## src/rtl/arp_pkg.sv

```systemverilog
// Shared types, codes and helpers of the AT response line parser.
package arp_pkg;

	// Function codes of an input word.
	localparam logic [1:0] FUNC_BYTE  = 2'd0;
	localparam logic [1:0] FUNC_CLEAR = 2'd1;
	localparam logic [1:0] FUNC_READ  = 2'd2;

	// Configuration register indexes.
	localparam logic [1:0] CFG_PREFIX_WANTED = 2'd0;
	localparam logic [1:0] CFG_PREFIX_LENGTH = 2'd1;
	localparam logic [1:0] CFG_PREFIX_LOW    = 2'd2;
	localparam logic [1:0] CFG_PREFIX_HIGH   = 2'd3;

	// Status bit positions.
	localparam int ST_OK     = 0;
	localparam int ST_ERROR  = 1;
	localparam int ST_READY  = 2;
	localparam int ST_USER   = 3;
	localparam int ST_PROMPT = 4;
	localparam int ST_LINE   = 5;

	// Characters of interest.
	localparam logic [7:0] CH_NUL    = 8'h00;
	localparam logic [7:0] CH_LF     = 8'h0A;
	localparam logic [7:0] CH_CR     = 8'h0D;
	localparam logic [7:0] CH_PROMPT = 8'h3E;
	localparam logic [7:0] CH_UPPER_A = 8'h41;
	localparam logic [7:0] CH_UPPER_Z = 8'h5A;
	// Folded (lower case) letters of the OK and ERROR words.
	localparam logic [7:0] CH_LOWER_O = 8'h6F;
	localparam logic [7:0] CH_LOWER_K = 8'h6B;
	localparam logic [7:0] CH_LOWER_E = 8'h65;
	localparam logic [7:0] CH_LOWER_R = 8'h72;

	// Input word.
	typedef struct packed {
		logic [1:0] func;
		logic [7:0] rx_byte;
		logic [5:0] clear_mask;
		logic       rearm;
		logic [6:0] read_index;
	} arp_in_t;

	// Result word.
	typedef struct packed {
		logic [5:0] status;
		logic [6:0] response_length;
		logic [7:0] read_data;
	} arp_out_t;

	// Configuration as seen by the match logic.
	typedef struct packed {
		logic         prefix_wanted;
		logic [4:0]   prefix_length;
		logic [127:0] prefix_chars;
	} arp_cfg_t;

	// Outcome of the comparisons on a finished line.
	typedef struct packed {
		logic is_ok;
		logic is_error;
		logic prefix_hit;
	} arp_match_t;

	// ASCII upper case letters become lower case, everything else passes.
	function automatic logic [7:0] fold(input logic [7:0] c);
		if (c >= CH_UPPER_A && c <= CH_UPPER_Z) begin
			return c + 8'd32;
		end
		return c;
	endfunction

endpackage

```

## src/rtl/arp_in_if.sv

```systemverilog
// Input channel of the AT response line parser.
interface arp_in_if;
	import arp_pkg::*;

	logic    valid;
	logic    ready;
	arp_in_t data;

	modport source (output valid, output data, input ready);
	modport sink (input valid, input data, output ready);
endinterface

```

## src/rtl/arp_out_if.sv

```systemverilog
// Result channel of the AT response line parser.
interface arp_out_if;
	import arp_pkg::*;

	logic     valid;
	logic     ready;
	arp_out_t data;

	modport source (output valid, output data, input ready);
	modport sink (input valid, input data, output ready);
endinterface

```

## src/rtl/arp_ram.sv

```systemverilog
// Generic simple dual-port RAM with one write port and a registered read port.
module arp_ram #(
	parameter int WIDTH = 8,
	parameter int DEPTH = 256
) (
	input  logic                     clk,
	input  logic                     we,
	input  logic [$clog2(DEPTH)-1:0] waddr,
	input  logic [WIDTH-1:0]         wdata,
	input  logic                     re,
	input  logic [$clog2(DEPTH)-1:0] raddr,
	output logic [WIDTH-1:0]         rdata
);

	logic [WIDTH-1:0] mem_q [DEPTH];

	// Write and registered read; the read data holds while re is low.
	always_ff @(posedge clk) begin
		if (we) begin
			mem_q[waddr] <= wdata;
		end
		if (re) begin
			rdata <= mem_q[raddr];
		end
	end

endmodule

```

## src/rtl/arp_cfg_regs.sv

```systemverilog
// Configuration registers of the AT response line parser.
module arp_cfg_regs (
	input  logic               clk,
	input  logic               arst_n,
	input  logic               cfg_we,
	input  logic [1:0]         cfg_index,
	input  logic [63:0]        cfg_data,
	output arp_pkg::arp_cfg_t  cfg
);
	import arp_pkg::*;

	logic         wanted_q;
	logic [4:0]   length_q;
	logic [63:0]  chars_low_q;
	logic [63:0]  chars_high_q;

	// Register writes decoded by index.
	always_ff @(posedge clk or negedge arst_n) begin
		if (!arst_n) begin
			wanted_q     <= 1'b0;
			length_q     <= '0;
			chars_low_q  <= '0;
			chars_high_q <= '0;
		end else if (cfg_we) begin
			unique case (cfg_index)
				CFG_PREFIX_WANTED: wanted_q     <= cfg_data[0];
				CFG_PREFIX_LENGTH: length_q     <= cfg_data[4:0];
				CFG_PREFIX_LOW:    chars_low_q  <= cfg_data;
				CFG_PREFIX_HIGH:   chars_high_q <= cfg_data;
			endcase
		end
	end

	assign cfg.prefix_wanted = wanted_q;
	assign cfg.prefix_length = length_q;
	assign cfg.prefix_chars  = {chars_high_q, chars_low_q};

endmodule

```

## src/rtl/arp_line_match.sv

```systemverilog
// Compares the head of a finished line with OK, ERROR and the prefix.
module arp_line_match #(
	parameter int PREFIX_MAX = 16,
	parameter int SHADOW     = 16,
	parameter int LW         = 7
) (
	input  logic [7:0]          head [SHADOW],
	input  logic [LW-1:0]       line_len,
	input  arp_pkg::arp_cfg_t   cfg,
	output arp_pkg::arp_match_t result
);
	import arp_pkg::*;

	logic [5:0] eff_len;
	logic       prefix_hit;

	// Prefix length saturates at the prefix capacity.
	assign eff_len = (6'(cfg.prefix_length) > 6'(PREFIX_MAX)) ? 6'(PREFIX_MAX)
		: 6'(cfg.prefix_length);

	// Head bytes are stored folded, so only the prefix side is folded here.
	always_comb begin
		logic       live;
		logic       miss;
		logic [7:0] pch;
		live = 1'b1;
		miss = 1'b0;
		for (int i = 0; i < PREFIX_MAX; i++) begin
			pch = cfg.prefix_chars[8*i +: 8];
			if (pch == CH_NUL) begin
				live = 1'b0;
			end
			if (live && (i < int'(eff_len))) begin
				if ((i >= int'(line_len)) || (head[i] != fold(pch))) begin
					miss = 1'b1;
				end
			end
		end
		prefix_hit = !miss;
	end

	assign result.prefix_hit = prefix_hit;
	assign result.is_ok = (line_len == LW'(2)) && (head[0] == CH_LOWER_O)
		&& (head[1] == CH_LOWER_K);
	assign result.is_error = (line_len == LW'(5)) && (head[0] == CH_LOWER_E)
		&& (head[1] == CH_LOWER_R) && (head[2] == CH_LOWER_R)
		&& (head[3] == CH_LOWER_O) && (head[4] == CH_LOWER_R);

endmodule

```

## src/rtl/at_response_line_parser.sv

```systemverilog
// Top level of the AT response line parser: line assembly, capture and read-out.
//
//   channel | direction | handshake        | word
//   req     | in        | valid and ready  | func, rx_byte, clear_mask, rearm, read_index
//   rsp     | out       | valid and ready  | status, response_length, read_data
//   cfg     | in        | cfg_we only      | cfg_index, cfg_data
//
// One word is accepted per cycle; its result appears in the output register
// in the following cycle. The line memory is written and read in the accept cycle,
// and its registered read data lands together with the result word.
// A stalled result blocks the next word only while it is not taken.
// Reset clears the control state at once; the line memory needs no clearing.
module at_response_line_parser #(
	parameter int LINE_BYTES = 128,
	parameter int PREFIX_MAX = 16
) (
	input  logic        clk,
	input  logic        arst_n,
	input  logic        cfg_we,
	input  logic [1:0]  cfg_index,
	input  logic [63:0] cfg_data,
	arp_in_if.sink      req,
	arp_out_if.source   rsp
);
	import arp_pkg::*;

	localparam int LW     = $clog2(LINE_BYTES);
	localparam int SHADOW = (PREFIX_MAX > 5) ? PREFIX_MAX : 5;
	localparam int SW     = $clog2(SHADOW);
	localparam int HW     = (LW > 7) ? LW : 7;

	arp_cfg_t   cfg;
	arp_match_t match;

	logic          bank_q, bank_d;
	logic [LW-1:0] line_len_q, line_len_d;
	logic [LW-1:0] held_q, held_d;
	logic [5:0]    status_q, status_d;
	logic          armed_q, armed_d;
	logic [7:0]    head_q [SHADOW];

	logic          acc;
	logic          term;
	logic [7:0]    wbyte;
	logic [LW-1:0] pos;
	logic [LW-1:0] len_inc;
	logic          mem_we, mem_re, head_we, rd_hit;
	logic [HW-1:0] held_ext;
	logic [7:0]    mem_q;

	logic       valid_s1;
	logic [5:0] status_s1;
	logic [6:0] resp_len_s1;
	logic       rd_hit_s1;

	arp_cfg_regs u_cfg (
		.clk       (clk),
		.arst_n    (arst_n),
		.cfg_we    (cfg_we),
		.cfg_index (cfg_index),
		.cfg_data  (cfg_data),
		.cfg       (cfg)
	);

	arp_line_match #(
		.PREFIX_MAX (PREFIX_MAX),
		.SHADOW     (SHADOW),
		.LW         (LW)
	) u_match (
		.head     (head_q),
		.line_len (pos),
		.cfg      (cfg),
		.result   (match)
	);

	arp_ram #(
		.WIDTH (8),
		.DEPTH (2 * (2 ** LW))
	) u_lines (
		.clk   (clk),
		.we    (acc && mem_we),
		.waddr ({bank_q, pos}),
		.wdata (wbyte),
		.re    (mem_re),
		.raddr ({~bank_q, LW'(req.data.read_index)}),
		.rdata (mem_q)
	);

	// The next word is taken whenever the output register is free or draining.
	assign req.ready = !valid_s1 || rsp.ready;
	assign acc       = req.valid && req.ready;

	assign pos   = line_len_q;
	assign term  = (req.data.rx_byte == CH_NUL) || (req.data.rx_byte == CH_LF)
		|| (req.data.rx_byte == CH_CR);
	assign wbyte = term ? CH_NUL : req.data.rx_byte;
	assign len_inc = (int'(pos) < LINE_BYTES - 1) ? pos + LW'(1) : pos;

	// Next state for the word at the input.
	always_comb begin
		bank_d     = bank_q;
		line_len_d = line_len_q;
		held_d     = held_q;
		status_d   = status_q;
		armed_d    = armed_q;
		mem_we     = 1'b0;
		head_we    = 1'b0;
		rd_hit     = 1'b0;
		unique case (req.data.func)
			FUNC_BYTE: begin
				mem_we  = 1'b1;
				head_we = int'(pos) < SHADOW;
				if (!term) begin
					line_len_d = len_inc;
					if (req.data.rx_byte == CH_PROMPT) begin
						status_d[ST_PROMPT] = 1'b1;
					end
				end else begin
					line_len_d = '0;
					if (pos != '0) begin
						status_d[ST_LINE] = 1'b1;
						if (match.is_ok) begin
							status_d[ST_OK]    = 1'b1;
							status_d[ST_READY] = 1'b1;
						end else if (match.is_error) begin
							status_d[ST_ERROR] = 1'b1;
						end else if (held_q == '0) begin
							if (!cfg.prefix_wanted) begin
								held_d = len_inc;
								bank_d = ~bank_q;
							end else if (armed_q && match.prefix_hit) begin
								held_d            = len_inc;
								bank_d            = ~bank_q;
								armed_d           = 1'b0;
								status_d[ST_USER] = 1'b1;
							end
						end
					end
				end
			end
			FUNC_CLEAR: begin
				status_d = status_q & ~req.data.clear_mask;
				if (req.data.rearm) begin
					held_d  = '0;
					armed_d = 1'b1;
				end
			end
			FUNC_READ: begin
				rd_hit = (int'(req.data.read_index) < int'(held_q))
					&& (int'(req.data.read_index) < LINE_BYTES);
			end
			default: begin
			end
		endcase
	end

	assign mem_re   = acc && rd_hit;
	assign held_ext = HW'(held_d);

	// Control state and output valid.
	always_ff @(posedge clk or negedge arst_n) begin
		if (!arst_n) begin
			bank_q     <= 1'b0;
			line_len_q <= '0;
			held_q     <= '0;
			status_q   <= '0;
			armed_q    <= 1'b0;
			valid_s1   <= 1'b0;
		end else begin
			if (acc) begin
				bank_q     <= bank_d;
				line_len_q <= line_len_d;
				held_q     <= held_d;
				status_q   <= status_d;
				armed_q    <= armed_d;
			end
			if (req.ready) begin
				valid_s1 <= req.valid;
			end
		end
	end

	// Folded copy of the line head and the result word payload.
	always_ff @(posedge clk) begin
		if (acc && mem_we && head_we) begin
			head_q[SW'(pos)] <= fold(wbyte);
		end
		if (acc) begin
			status_s1   <= status_d;
			resp_len_s1 <= (held_ext > HW'(127)) ? 7'd127 : 7'(held_ext);
			rd_hit_s1   <= rd_hit;
		end
	end

	assign rsp.valid                = valid_s1;
	assign rsp.data.status          = status_s1;
	assign rsp.data.response_length = resp_len_s1;
	assign rsp.data.read_data       = rd_hit_s1 ? mem_q : 8'd0;

endmodule

```

## src/flat_wrapper.sv

```systemverilog
// flat-port wrapper written by rule: the top's interface ports become plain ports
module at_response_line_parser_flat import arp_pkg::*;
#(
	parameter int LINE_BYTES = 128,
	parameter int PREFIX_MAX = 16
)
  (clk, arst_n, cfg_we, cfg_index, cfg_data, req_valid, req_data, req_ready, rsp_valid, rsp_data, rsp_ready);
  arp_in_if req_i ();
  arp_out_if rsp_i ();
  input  logic clk;
  input  logic arst_n;
  input  logic cfg_we;
  input  logic [1:0] cfg_index;
  input  logic [63:0] cfg_data;
  input wire logic [$bits(req_i.valid)-1:0] req_valid;
  input wire logic [$bits(req_i.data)-1:0] req_data;
  output wire logic [$bits(req_i.ready)-1:0] req_ready;
  output wire logic [$bits(rsp_i.valid)-1:0] rsp_valid;
  output wire logic [$bits(rsp_i.data)-1:0] rsp_data;
  input wire logic [$bits(rsp_i.ready)-1:0] rsp_ready;
  assign req_i.valid = req_valid;
  assign req_i.data = req_data;
  assign req_ready = req_i.ready;
  assign rsp_valid = rsp_i.valid;
  assign rsp_data = rsp_i.data;
  assign rsp_i.ready = rsp_ready;
  at_response_line_parser #(.LINE_BYTES(LINE_BYTES), .PREFIX_MAX(PREFIX_MAX)) u_core (.clk(clk), .arst_n(arst_n), .cfg_we(cfg_we), .cfg_index(cfg_index), .cfg_data(cfg_data), .req(req_i), .rsp(rsp_i));
endmodule
```

## config.mk

```make
export PLATFORM = sky130hd
export DESIGN_NAME = at_response_line_parser_flat
export DESIGN_NICKNAME = d
export VERILOG_FILES = /design/src/rtl/arp_pkg.sv /design/src/rtl/arp_in_if.sv /design/src/rtl/arp_out_if.sv /design/src/rtl/arp_ram.sv /design/src/rtl/arp_cfg_regs.sv /design/src/rtl/arp_line_match.sv /design/src/rtl/at_response_line_parser.sv /design/src/flat_wrapper.sv
export SDC_FILE = /design/constraint.sdc
export NUM_CORES = 2
export LEC_CHECK = 0
export BUFFER_PORTS_ARGS = -buffer_cell sky130_fd_sc_hd__buf_4
export CORE_MARGIN = 4
export CORE_UTILIZATION = 59
export CTS_BUF_LIST = sky130_fd_sc_hd__clkbuf_4
export DETAILED_ROUTE_END_ITERATION = 6
export PLACE_DENSITY = 0.76
export SLEW_MARGIN = 20
export SYNTH_ARGS = -nofsm -noshare
export SYNTH_HDL_FRONTEND = slang
export SYNTH_SLANG_ARGS = --single-unit
```

## constraint.sdc

```tcl
create_clock -name clk -period 3.3 [get_ports clk]
set_clock_uncertainty 0.2 [all_clocks]
set_input_delay 0.66 -clock clk [delete_from_list [all_inputs] [get_ports clk]]
set_output_delay 0.66 -clock clk [all_outputs]
set_load 0.005 [all_outputs]
```

==> out/qor.yml <==
antenna_found_initial: 12
finalSetupViolCount: 28
drtIter0Drc: 6599
peakVddDrop_mv: 0.4279
ys_seq_elements: 2355
hp-class: "primary input to flop"
grt_pass1_wl_mm: 351.8
period_needed_ns: 3.635
use_met2: 0.4690
p_int_w: 0.04860
crit_path_end_kind: "flop"
maxSlewViolCount: 0
ios: 118
cts_tree: "yes"
reg2reg_slack_ns: -0.34
async_flop_share: 0.06667
die_w_um: 406.5
postSynthAreaPerCell_um2: 21.22
htreeDepth: 6
post-route-util: 0.7131
vias: 52203
final_area_mm2: 0.1119
first_pass_iters: 6
start_util: 0.5970
clock-sinks: 2355
num-nets-final: 5888
swShare: 0.2455
cp.required_ns: 4.27
grt.busiest_layer: "met2"
filler_cell_count: 8942
syn_nets: 4537
place_area_mm2: 0.1024
p_seq_frac: 0.520
ys_warn_count: 0
crit_path_start_kind: "flop"
die_area_mm2: 0.1652
status: "finished, violations left"
synth_edf_count: 2198
met3_usage: 0.07175
ys_seq_area_frac: 0.7465
fin_crit_sh: 1.102
hold_violations: 0
powerDensity_mw_per_mm2: 575.6
p_switching_w: 0.01582
syn_area_mm2: 0.09368
port_buffers: 117
core_area_mm2: 0.1569
syn_inst: 4415
leakagePower_nw: 38.01
cts.path.max_buffers: 4
overflow: 0
dp_hpwl_mm: 146.9
arrival_ns: 4.61
wl_mm: 238.9
grt_pass1_vias: 54097
violations: "setup timing"
rsz0062_at_grt: "true"
rows: 145
timing.fmax_mhz: 275.1
dieHeight_um: 406.5
worst_slew_pin_slew_ns: 1.111
fin_ws_ns: -0.3352
use_met1: 0.3928
cap_violations: 0
whs_ns: 0.1303
postRouteAntennaNets: 0
yosysUniqueCellTypes: 74
syn2layout_area_growth_pct: 19.46
routabilityCongestion: 0.8827
p_clk_frac: 0.371
clk_latency_ns: 1.39
wl_per_cell_um: 29.03
power.total_w: 0.06442
slew_headroom: 0.2595
worstSetupPathType: "flop to flop"
path_clk_slew_ns: 0.07
path_max_fanout: 5
grt.total_usage: 0.2937
grt_max_degree: 233
root_buffer: "clkbuf_4"
vias_per_cell: 6.343
layout-drive-gt1-share: 0.4197
power_frac_comb: 0.109
drc: 0
ys.flop_type: "edfxtp_1"
cts_inserted_buffers: 598
[flip-flops by register name, summed over array words and instances, names as in the netlist, 5 cells and up]
register / count
u_core.head_q: 128
u_core.status_q: 6
u_core.resp_len_s1: 7
u_core.held_q: 7
u_core.u_lines.rdata: 8
u_core.u_lines.mem_q: 2048
u_core.u_cfg.chars_high_q: 64
u_core.u_cfg.chars_low_q: 64
u_core.status_s1: 6
u_core.line_len_q: 7
u_core.u_cfg.length_q: 5
[path summary, 6_finish.rpt]
| path | to | start | cells after the start |
|---|---|---|---|
| worst max-delay path | u_core.resp_len_s1[6] | u_core.u_cfg.chars_low_q[53] | 11 |
| worst min-delay path | u_core.u_cfg.wanted_q | cfg_we | 5 |
| worst max register to register | u_core.resp_len_s1[6] | u_core.u_cfg.chars_low_q[53] | 11 |
| worst min register to register | u_core.status_q[3] | u_core.status_q[3] | 1 |
| max in group asynchronous | u_core.u_cfg.chars_low_q[52] | arst_n | 4 |
| min in group asynchronous | u_core.u_cfg.chars_low_q[1] | arst_n | 4 |
[layout by cell type, fill, tap and decap left out, types with 20 or more instances in the layout]
master,n
edfxtp_1,2198
clkbuf_4,850
buf_4,688
mux4_2,680
nor2_1,297
dlygate4sd3_1,186
dfrtp_1,156
mux2_2,134
nand2_1,96
clkinv_1,89
buf_12,84
xnor2_1,72
xor2_1,64
nor3_1,55
a21oi_1,40
inv_1,28
ha_1,26
nand3_1,23
o21ai_0,22
inv_2,22
diode_2,20
[per-stage QoR]
stage	std cells	TNS [ns]	setup WS [ns]
global placement	7031	-13.12	-0.7597
finish	8230	-3.967	-0.3352
detailed placement	7031	-13.27	-0.7497
global route	8219	-5.615	-0.4253
floorplan	4415	-3.781	-0.4726
CTS	8208	-1.319	-0.1457
[Yosys cell counts (8+ instances only)]
cell | n | area (um^2)
a2111oi_0 | 10 | 87.58
a21oi_1 | 42 | 210.2
a31oi_1 | 15 | 93.84
and2_1 | 16 | 100.1
buf_1 | 11 | 41.29
buf_2 | 49 | 245.2
clkbuf_1 | 168 | 630.6
dfrtp_1 | 157 | 3929
edfxtp_1 | 2198 | 66000
ha_1 | 27 | 337.8
inv_1 | 28 | 105.1
mux2_2 | 134 | 1509
mux4_2 | 680 | 15310
nand2_1 | 102 | 382.9
nand2b_1 | 12 | 75.07
nand3_1 | 25 | 125.1
nand4_1 | 11 | 68.82
nand4b_1 | 9 | 78.83
nor2_1 | 299 | 1122
nor2b_1 | 15 | 93.84
nor3_1 | 57 | 285.3
nor4_1 | 14 | 87.58
nor4b_1 | 8 | 70.07
o211ai_1 | 10 | 75.07
o21ai_0 | 26 | 130.1
o22ai_1 | 14 | 87.58
o31ai_1 | 13 | 97.59
o41ai_1 | 14 | 122.6
or3_1 | 12 | 75.07
or4_1 | 17 | 127.6
xnor2_1 | 72 | 630.6
xor2_1 | 64 | 560.5
[kinds of logic after synthesis]
| kind of cell | after synthesis | share of synthesized area |
|---|---|---|
| adder cells (fa/ha/maj) | 27 | 0.003606 |
| multiplexers | 819 | 0.1801 |
| AND/OR/NAND/NOR | 626 | 0.03137 |
| XOR/XNOR | 136 | 0.01271 |
| buffers and inverters | 258 | 0.01099 |
| AO/OA/AOI/OAI | 194 | 0.01472 |
| flip-flops | 2355 | 0.7465 |
[worst max-delay path, stage by stage (launching register included)]
cell	delay, ns
dfrtp_2	0.46
buf_12	0.15
ha_4	0.20
or3_4	0.37
o311ai_4	0.29
nand4_1	0.15
o311a_1	0.44
a211oi_2	0.26
nand4_1	0.18
o2bb2ai_4	0.29
nand2_4	0.13
o31ai_4	0.30
[layer usage]
metal | vias to the layer above | wire (um)
met2 | 3377 | 118900
met3 | 564 | 24580
met1 | 26821 | 85760
met4 | 4 | 9649
li1 | 21437 | -
met5 | - | 27
[cell type report]
cell class | count | area (um^2) | area share
repair buffers | 975 | 8959 | 0.08005
clock inverters | 136 | 774.5 | 0.006921
flip-flops and latches | 2355 | 69930 | 0.6249
diodes | 20 | 50.05 | 0.0004472
multi-input cells | 1806 | 23120 | 0.2066
well taps | 2058 | 2575 | 0.02301
clock buffers | 850 | 6381 | 0.05702
inverters | 30 | 112.6 | 0.001006
[power groups by stage]
stage	Clock (W)	Combinational, W	Sequential, W
after floorplan	0	0.00326	0.0341
after global placement	0	0.00629	0.0341
after detailed placement	0	0.00644	0.0341
after CTS	0.0243	0.00676	0.0334
after global routing	0.0262	0.00735	0.0335
final	0.0239	0.00702	0.0335
[what timing repair did]
item	CTS	global route
endpoints found under the hold margin	1472	0
setup buffers	5	1
resized for setup	54	36
pin swaps	10	20
setup endpoints to repair	26	67
cloned	0	4
hold buffers	188	0
(Power assumes the default switching activity.)
